<file path="src/rtl/sgt_pkg.sv">
// ----------------------------------------------------------------------------
// sgt_pkg: shared types and constants of the segment translator
// Table geometry, field widths, codes and the controller/datapath interface.
// ----------------------------------------------------------------------------
package sgt_pkg;

   localparam int TABLE_DEPTH     = 1024;
   localparam int PAGE_BYTES      = 4096;   // a power of two
   localparam int MAX_DESCRIPTORS = 64;

   localparam int TAW        = $clog2(TABLE_DEPTH);   // table address bits
   localparam int CNTW       = TAW + 1;               // entry count bits
   localparam int PAGE_BITS  = $clog2(PAGE_BYTES);
   localparam int NDW        = $clog2(MAX_DESCRIPTORS + 1);
   localparam int ADDRW      = 64;
   localparam int LENW       = 32;
   localparam int OFFW       = 48;
   localparam int CURW       = OFFW + 2;              // offset walk may pass 2^48
   localparam int ENTRYW     = ADDRW + LENW;

   localparam logic [1:0] MODE_LOAD  = 2'd0;
   localparam logic [1:0] MODE_SEG   = 2'd1;
   localparam logic [1:0] MODE_REV   = 2'd2;
   localparam logic [1:0] MODE_CLEAR = 2'd3;

   localparam logic [1:0] ST_OK        = 2'd0;
   localparam logic [1:0] ST_NOT_FOUND = 2'd1;
   localparam logic [1:0] ST_FULL      = 2'd2;
   localparam logic [1:0] ST_TRUNC     = 2'd3;

   typedef struct packed {
      logic       capture;     // latch the request fields
      logic       scan_init;   // restart the table walk at entry zero
      logic       rd;          // read the entry at the walk index
      logic       step;        // move past the entry just checked
      logic       take;        // keep the matching entry
      logic       calc;        // form address and bytes left in the entry
      logic       load;        // append an entry
      logic       clear;       // empty the table
      logic       rsp_plain;   // one result word with status only
      logic [1:0] rsp_status;
      logic       rsp_desc;    // one descriptor word
      logic       rsp_rev;     // one reverse lookup word
   } cmd_type;

   typedef struct packed {
      logic full;
      logic size_zero;
      logic at_end;
      logic hit;
      logic desc_final;
   } stat_type;

endpackage

</file>
<file path="src/rtl/sgt_control.sv">
// ----------------------------------------------------------------------------
// sgt_control: sequencing state machine of the segment translator
// Decodes each request word and steps the datapath through table walks.
// ----------------------------------------------------------------------------
module sgt_control (
   input  logic              clock,
   input  logic              reset,
   input  logic              start,
   input  logic [1:0]        req_mode,
   output logic              busy,
   output logic [1:0]        mode,
   output sgt_pkg::cmd_type  cmd,
   input  sgt_pkg::stat_type stat
);

   localparam logic [2:0] S_IDLE = 3'd0;
   localparam logic [2:0] S_RD   = 3'd1;
   localparam logic [2:0] S_CHK  = 3'd2;
   localparam logic [2:0] S_CALC = 3'd3;
   localparam logic [2:0] S_EMIT = 3'd4;
   localparam logic [2:0] S_REV  = 3'd5;

   logic [2:0] state_ff, state_in;
   logic [1:0] mode_ff, mode_in;

   always_comb begin
      state_in = state_ff;
      mode_in  = mode_ff;
      cmd      = '0;
      unique case (state_ff)
         S_IDLE: begin
            if (start) begin
               mode_in = req_mode;
               unique case (req_mode)
                  sgt_pkg::MODE_LOAD: begin
                     cmd.rsp_plain = 1'b1;
                     if (stat.full) begin
                        cmd.rsp_status = sgt_pkg::ST_FULL;
                     end else begin
                        cmd.load       = 1'b1;
                        cmd.rsp_status = sgt_pkg::ST_OK;
                     end
                  end
                  sgt_pkg::MODE_CLEAR: begin
                     cmd.clear      = 1'b1;
                     cmd.rsp_plain  = 1'b1;
                     cmd.rsp_status = sgt_pkg::ST_OK;
                  end
                  sgt_pkg::MODE_REV: begin
                     cmd.capture   = 1'b1;
                     cmd.scan_init = 1'b1;
                     state_in      = S_RD;
                  end
                  default: begin
                     cmd.capture = 1'b1;
                     if (stat.size_zero) begin
                        cmd.rsp_plain  = 1'b1;
                        cmd.rsp_status = sgt_pkg::ST_OK;
                     end else begin
                        cmd.scan_init = 1'b1;
                        state_in      = S_RD;
                     end
                  end
               endcase
            end
         end
         S_RD: begin
            if (stat.at_end) begin
               cmd.rsp_plain  = 1'b1;
               cmd.rsp_status = sgt_pkg::ST_NOT_FOUND;
               state_in       = S_IDLE;
            end else begin
               cmd.rd   = 1'b1;
               state_in = S_CHK;
            end
         end
         S_CHK: begin
            if (stat.hit) begin
               cmd.take = 1'b1;
               state_in = (mode_ff == sgt_pkg::MODE_REV) ? S_REV : S_CALC;
            end else begin
               cmd.step = 1'b1;
               state_in = S_RD;
            end
         end
         S_CALC: begin
            cmd.calc = 1'b1;
            state_in = S_EMIT;
         end
         S_EMIT: begin
            cmd.rsp_desc = 1'b1;
            if (stat.desc_final) begin
               state_in = S_IDLE;
            end else begin
               cmd.scan_init = 1'b1;
               state_in      = S_RD;
            end
         end
         S_REV: begin
            cmd.rsp_rev = 1'b1;
            state_in    = S_IDLE;
         end
         default: begin
            state_in = S_IDLE;
         end
      endcase
   end

   always_ff @(posedge clock) begin
      if (reset) begin
         state_ff <= S_IDLE;
      end else begin
         state_ff <= state_in;
      end
      mode_ff <= mode_in;
   end

   assign busy = (state_ff != S_IDLE);
   assign mode = mode_ff;

endmodule
</file>
<file path="config.mk">
export PLATFORM = sky130hd
export DESIGN_NAME = sgt_control
export DESIGN_NICKNAME = d
export VERILOG_FILES = /design/src/rtl/sgt_pkg.sv /design/src/rtl/sgt_control.sv
export SDC_FILE = /design/constraint.sdc
export NUM_CORES = 1
export LEC_CHECK = 0
export BUFFER_PORTS_ARGS = -buffer_cell sky130_fd_sc_hd__buf_2
export CAP_MARGIN = 15
export CORE_AREA = 2 2 39 41
export DETAILED_ROUTE_END_ITERATION = 10
export DIE_AREA = 0 0 41 43
export PLACE_DENSITY = 0.71
export SLEW_MARGIN = 10
export SYNTH_ARGS = -nofsm -noshare
export SYNTH_HDL_FRONTEND = slang
export SYNTH_SLANG_ARGS = --single-unit
</file>
<file path="constraint.sdc">
create_clock -name clock -period 1.5 [get_ports clock]
set_input_delay 0.075 -clock clock [delete_from_list [all_inputs] [get_ports clock]]
set_output_delay 0.075 -clock clock [all_outputs]
set_load 0.005 [all_outputs]
</file>
==> metrics.md, run 1 <==
| Metric | Value |
|---|---|
| Status | `finished clean` |
| Layout Nets | `99` |
| Initial core utilization | `0.360` |
| Max Fanout on Critical Path | `8` |
| Placed Instance Area | `approximately 630 sq um` |
| Mapped Cells | `between 50 and 60` |
| Crit path launch type | `register` |
| Synth cell types | `30` |
| PwrDens | `581 nW/um^2` |
| Critical path endpoint category | `output pin` |
| Top Layer Used | `met3` |
| WL/cell | `10.9 um` |
| Io pins | `26` |
| Unrepaired setup endpoints after global routing | `true` |
| CP required | `1.42 ns` |
| DR pass1 iterations | `3` |
| Gr usage total | `0.132` |
| Area leader, netlist | `dfxtp_1` |
| Inserted Clock Buffers | `3` |
| Max cap viols | `0` |
| Final Power | `0.408 mW` |
| Clock sink total | `5` |
| Vias in the first global route | `381` |
| Reg2Reg Depth | `3` |
| Syn Nets | `65` |
| CP Class | `reg -> out` |
| IO Port Bufs | `25` |
| Tmin final | `between 1 and 1.5 ns` |
| Worst-margin pin slew | `between 0.4 and 0.5 ns` |
| Leading cell types in the layout, fill and taps excluded | `buf_2, inv_1, buf_4, nor2_1, ha_1` |
| Met1 WL | `between 400 and 500 um` |
| Fraction of layout cells with a size suffix above 1 | `0.548` |
| Arrival @ worst endpoint | `1.35 ns` |
| Die W | `approximately 40 um` |
| Final Cycle Share | `0.949` |
| Initial antenna violation count | `0` |
| Hold WC Path Type | `in -> reg` |
| Highest clock rate | `702 MHz` |
| Clock-pin transition on the worst setup and hold timing paths | `roughly 0.050 ns` |
| Most common cell after layout, fill and taps aside | `buf_2` |
| Register area | `129 sq um` |
| Gp weighted congestion | `about 0.66` |
| # diodes | `0` |
| Clock tree buffer depth | `2` |
| Average vias per placed instance | `4.71` |
| Routed met3 length | `roughly 110 um` |
| Sequential share of the synthesized area | `0.241` |
| Clock Tree Root | `clkbuf_4` |
| Area share of the largest cell type after synthesis | `0.121` |
| Leading post-synthesis cells by cell area | `dfxtp_1, edfxtp_1, ha_1, nor4b_4, inv_1` |
| Final wirelength | `between 1000 and 1500 um` |
| Cell Rows | `14` |
| Leakage | `between 0.3 and 0.4 nW` |
| CTS tree | `yes` |
| Skew final | `~0.010 ns` |
| Core area | `1380 sq um` |
| Final Core Density | `0.508` |
| Gr ovfl total | `0` |
| Area occupied by multi-input gates | `between 300 and 400 sq um` |
| Clock latency on the worst-skew pair | `0.25 ns` |
| Die ar. | `~1800 sq um` |
| Filler cells | `150` |
| Max Slew Vio Count | `0` |
| Pin count of the biggest net entering global routing | `13` |
| Synth Register Bits | `5` |
| Yosys Warn Count | `0` |
| Final setup vio count | `0` |
| Die H | `about 43 um` |
| Relative slew slack | `0.724` |
| Htree depth | `1` |
| Met2 routed WL | `between 500 and 600 um` |
| DRT iter0 DRCs | `6` |
| Hpwl dp | `about 840 um` |
| Fin Hold WS | `0.0680 ns` |
| Final TNS setup | `0 ns` |
| Worst hold path depth | `1` |
| DR vias | `471` |
| DRC | `0` |
| Final Cell Area | `703 sq um` |
| Max IR drop VDD | `around 0.00043 V` |
| Avg Cell Area, Syn | `9.76 sq um` |
| Synthesis-to-layout area growth | `41.2%` |
| Mapped Area | `around 500 sq um` |
| First-pass GRT wire length | `between 1500 and 2000 um` |
| Final hold violation count | `0` |
| Final ANT Viol Nets | `0` |
==> sequential cells by signal, indices dropped and copies added, names as in the netlist <==
register and flops:
state_ff 3, mode 2
==> kinds of logic after synthesis <==
logic type,Yosys count,synth area share
simple gates,21,0.357
compound gates,11,0.188
fa+ha+maj,4,0.101
buf+inv,10,0.113
flops,5,0.241
==> per-layer routing <==
metal  up-vias  global-route usage
li1        250                   -
met1       200               0.145
met2        21               0.203
met3         0              0.0785
met4         0              0.0400
met5         -                   0
==> worst max-delay path, stage by stage (launching register included) <==
cell and delay (ns):
dfxtp_4 0.37, nor4b_4 0.32, buf_4 0.17, and3_1 0.14, buf_2 0.10
==> cell usage after synthesis, drive strengths merged <==
library cell	count
a21oi	2
dfxtp	3
buf	3
nor3b	1
and3	2
a31oi	1
and3b	1
inv	7
and2	2
o41ai	1
nor4b	3
edfxtp	2
a21o	1
ha	4
o21ai	2
nor2b	2
and4bb	1
nand2	1
a2111oi	1
nor3	2
nand2b	2
o211ai	1
nor2	4
a211oi	2
==> area by class of cell <==
type	count	area share
clock buffer	4	0.0374
multi-input combinational	36	0.457
tap	16	0.0285
sequential	5	0.183
inverter	7	0.0374
timing repair buffer	32	0.256
==> where the power goes <==
group / total [mW] / leakage (nW) / switching (mW) / internal, mW
combinational: 0.0969 / 0.303 / 0.0434 / 0.0535
clock: 0.161 / 0.0150 / 0.0603 / 0.101
sequential: 0.150 / 0.0458 / 0.00546 / 0.145
total: 0.408 / 0.364 / 0.109 / 0.299
==> stage by stage <==
step	setup slack [ns]	instances
after floorplan	0.352	51
after global placement	0.212	91
after detailed placement	0.181	91
after CTS	0.0129	97
after global routing	-0.0244	100
final	0.0764	100
==> what timing repair did <==
action / 4_1_cts / 5_1_grt
setup endpoints to repair: 3 / 7
hold buffers: 1 / 0
pin swaps: 1 / 1
hold endpoints to repair: 1 / 0
gates resized for setup: 2 / 3
setup buffers: 1 / 3
==> worst paths after layout <==
| path | end | from | slack [ns] |
|---|---|---|---|
| worst max register to register | mode[1]$_DFFE_PP_ | state_ff[0]$_SDFFE_PP0P_ | 0.24 |
| worst max-delay path | cmd[3] | state_ff[0]$_SDFFE_PP0P_ | 0.08 |
| worst min-delay path | mode[1]$_DFFE_PP_ | req_mode[1] | 0.07 |
| worst min register to register | state_ff[0]$_SDFFE_PP0P_ | state_ff[0]$_SDFFE_PP0P_ | 0.58 |
Power figures use the tool's default switching activity.
==> run 2, diff against run 1 <==
--- a/config.mk
+++ b/config.mk
@@ -5,12 +5,13 @@
 export SDC_FILE = /design/constraint.sdc
 export NUM_CORES = 1
 export LEC_CHECK = 0
+export ABC_AREA = 1
 export BUFFER_PORTS_ARGS = -buffer_cell sky130_fd_sc_hd__buf_2
 export CAP_MARGIN = 15
 export CORE_AREA = 2 2 39 41
 export DETAILED_ROUTE_END_ITERATION = 10
 export DIE_AREA = 0 0 41 43
-export PLACE_DENSITY = 0.71
+export PLACE_DENSITY = 0.68
 export SLEW_MARGIN = 10
 export SYNTH_ARGS = -nofsm -noshare
 export SYNTH_HDL_FRONTEND = slang
==> run 2 against run 1 <==
Register-to-register slack improved by 0.24 ns. Critical path depth increased by 2. Non-clock buffer count decreased by 7. Largest cell class unchanged. Worst hold slack got worse by 0.048 ns. Synthesized cell count increased by 41%.
==> metrics.md, run 2 <==
| Metric | Value |
|---|---|
| Clock latency on the worst-skew pair | `0.24 ns (about the same)` |
| Max Fanout on Critical Path | `6 (-2)` |
| Post-synth EDFFs | `2 (unchanged)` |
| DR vias | `492 (+4.5%)` |
| Crit path launch type | `register` |
| Leading post-synthesis cells by cell area | `inv_1, dfxtp_1, edfxtp_1, nand2_1, ha_1` |
| First-pass GRT wire length | `1680 um (+10%)` |
| Gr ovfl total | `0 (unchanged)` |
| Layout Nets | `116 (+17%)` |
| Leading cell types in the layout, fill and taps excluded | `buf_2, inv_1, nand2_1, nor2_1` |
| DR pass1 iterations | `2 (-1)` |
| Gp weighted congestion | `0.739 (+12%)` |
| Final hold violation count | `0 (unchanged)` |
| Htree depth | `1 (unchanged)` |
| DRT iter0 DRCs | `4 (-2)` |
| Final setup vio count | `0 (unchanged)` |
| Gr usage total | `0.141 (+0.00905)` |
| PwrDens | `716 nW/um^2 (+23%)` |
| Max FFs per register | `3 (unchanged)` |
| Core area | `1380 sq um (unchanged)` |
| Most common cell after layout, fill and taps aside | `buf_2` |
| Area share of the largest cell type after synthesis | `0.149 (+0.0282)` |
| Clock-pin transition on the worst setup and hold timing paths | `0.05 ns (about the same)` |
| Area leader, netlist | `inv_1` |
| Final ANT Viol Nets | `0 (unchanged)` |
| Max Slew Vio Count | `0 (unchanged)` |
| CP Class | `reg -> out` |
| Max cap viols | `0 (unchanged)` |
| Tmin final | `1.33 ns (-0.0919 ns)` |
| Mapped Area | `454 sq um (-8.8%)` |
| Synth Register Bits | `5 (unchanged)` |
| Avg Cell Area, Syn | `6.31 sq um (-35%)` |
| Final non-filler cell total | `117 (+17%)` |
| Most frequent cell after synthesis | `inv_1` |
| Hpwl dp | `893 um (+6.0%)` |
| DRC | `0 (unchanged)` |
| Final TNS setup | `0 ns (unchanged)` |
| Arrival @ worst endpoint | `1.26 ns (-0.09 ns)` |
| Worst Slack Setup Final | `0.168 ns (+0.0919 ns)` |
| Vias in the first global route | `465 (+22%)` |
| Max IR drop VDD | `0.000404 V (-6.2%)` |
| Hold WC Path Type | `in -> reg` |
| Net switching power | `0.145 mW (+33%)` |
| Postcts setup bufs | `0 (-1)` |
| Register share of total power | `0.359 (-0.009)` |
| Clock sink total | `5 (unchanged)` |
| Initial antenna violation count | `0 (unchanged)` |
| Pin count of the biggest net entering global routing | `7 (-6)` |
| Clock share of power | `0.354 (-0.041)` |
| Leakage | `0.410 nW (+13%)` |
| Internal Pwr Total | `0.303 mW (+1.4%)` |
| Syn Nets | `86 (+32%)` |
| Fraction of layout cells with a size suffix above 1 | `0.376 (-0.171)` |
| Highest clock rate | `751 MHz (+6.9%)` |
| Average vias per placed instance | `4.21 (-11%)` |
| Inserted Clock Buffers | `3 (unchanged)` |
| Critical path endpoint category | `output pin` |
| Die ar. | `1760 sq um (unchanged)` |
| CP required | `1.42 ns (about the same)` |
| Fin Hold WS | `0.0198 ns (-0.0483 ns)` |
| Critical path's top delay family | `flip-flops` |
| Skew final | `0.00412 ns (-0.00626 ns)` |
| Synth cell types | `16 (-47%)` |
| Unrepaired setup endpoints after global routing | `false` |
| Biggest register | `state_ff` |
| Clock tree buffer depth | `2 (unchanged)` |
| Die H | `43 um (unchanged)` |
| Synth cell count leaders | `inv_1, nand2_1, nor2_1` |
| Yosys Warn Count | `0 (unchanged)` |
| Clock Tree Root | `clkbuf_4` |
| Worst Path Buf+Inv | `2 (unchanged)` |
| Mapped Cells | `72 (+41%)` |
| Final Cycle Share | `0.888 (-0.0613)` |
| Synthesis-to-layout area growth | `38.0%` |
| CP Cell Sequence | `inv_2, nand2_1, nor2_1, nand2_1, o21ai_2, buf_2` |
| Setup Slack @ Placement | `0.429 ns (+0.248 ns)` |
| Post-cts sizing count | `0 (-2)` |
| Final wirelength | `1020 um (-6.4%)` |
| Cell Rows | `14 (unchanged)` |
| Filler cells | `151 (+0.67%)` |
| Worst-margin pin slew | `0.242 ns (-0.171 ns)` |
| Fraction of registers with async set/reset | `0 (unchanged)` |
| Dpl cells | `113 (+24%)` |
| Most used DFF post-synth | `dfxtp_1` |
| Die W | `41 um (unchanged)` |
| Worst-path cell with the longest stage delay | `dfxtp_1` |
| Relative slew slack | `0.839 (+0.115)` |
| Comb pwr share | `0.288 (+0.051)` |
| Switching share of total power | `0.324 (+0.0562)` |
| IO Port Bufs | `25 (unchanged)` |
| # diodes | `0 (unchanged)` |
| WL/cell | `8.68 um (-20%)` |
| Hold-fix buffers, CTS | `0 (-1)` |
| CTS tree | `yes` |
| Io pins | `26 (unchanged)` |
| Max incr delay on CP | `0.35 ns (-0.02 ns)` |
| Most used cell, CP | `nand2_1` |
| Status | `finished clean` |
| Sequential share of the synthesized area | `0.264 (+0.0233)` |
| Initial core utilization | `0.328 (-0.0316)` |
| Final Core Density | `0.453 (-0.0552)` |
==> run 2: changes by cell type after synthesis, moves of 4 or more <==
cell     delta
nor2_1      +7
nand3_1     +4
inv_1      +11
nand2_1    +14
==> run 2: cell families (layout without fill, tap and decap cells) <==
family	Yosys count	count (layout)	share of synthesized area
DFF	5	5	0.264
and+or+nand+nor	37	37	0.386
buffers and inverters	20	49	0.165
adders and majority gates	4	4	0.110
AOI/OAI and AO/OA	6	6	0.0744
==> run 2: metrics by stage <==
stage	power (mW)	cell area, sq um
after floorplan	0.241	454
after global placement	0.290	599
after detailed placement	0.295	599
after CTS	0.457	627
after global routing	0.479	627
final	0.449	627
==> run 2: power by group through the flow <==
stage	registers (mW)	clock network, mW	logic (mW)
5_1_grt	0.162	0.170	0.147
4_1_cts	0.161	0.164	0.132
3_5_place_dp	0.164	0	0.131
3_3_place_gp	0.163	0	0.127
2_1_floorplan	0.163	0	0.0779
6_report	0.161	0.159	0.129
==> run 2: worst paths after layout <==
kind,startpoint,end,slack [ns],cells past startpoint
worst max-delay path,state_ff[0]$_SDFFE_PP0P_,cmd[4],0.17,6
worst min-delay path,reset,state_ff[1]$_SDFFE_PP0P_,0.02,2
worst min register to register,mode[1]$_DFFE_PP_,state_ff[1]$_SDFFE_PP0P_,0.58,3
worst max register to register,state_ff[1]$_SDFFE_PP0P_,mode[0]$_DFFE_PP_,0.48,3
==> run 2: cell type report <==
type	instances	area (sq um)	share of cell area
Clock inverter	1	5.00	0.00798
Inverter	20	75.1	0.120
Sequential cell	5	120	0.192
Multi-Input combinational cell	47	259	0.413
Clock buffer	3	22.5	0.0359
Tap cell	16	20.0	0.0319
Timing Repair Buffer	25	125	0.200
==> run 2: layer usage <==
layer / part of all wire / global-route usage / vias up
met4: 0 / 0.0800 / 0
met1: 0.38 / 0.132 / 212
met5: 0 / 0 / -
met3: 0.049 / 0.0314 / 0
met2: 0.57 / 0.253 / 12
li1: - / - / 268
==> run 2: worst reg2reg max path: cells and delay by family (launching register included) <==
family / cells / cell delay, ns
simple gates: 3 / 0.36
flops: 1 / 0.37
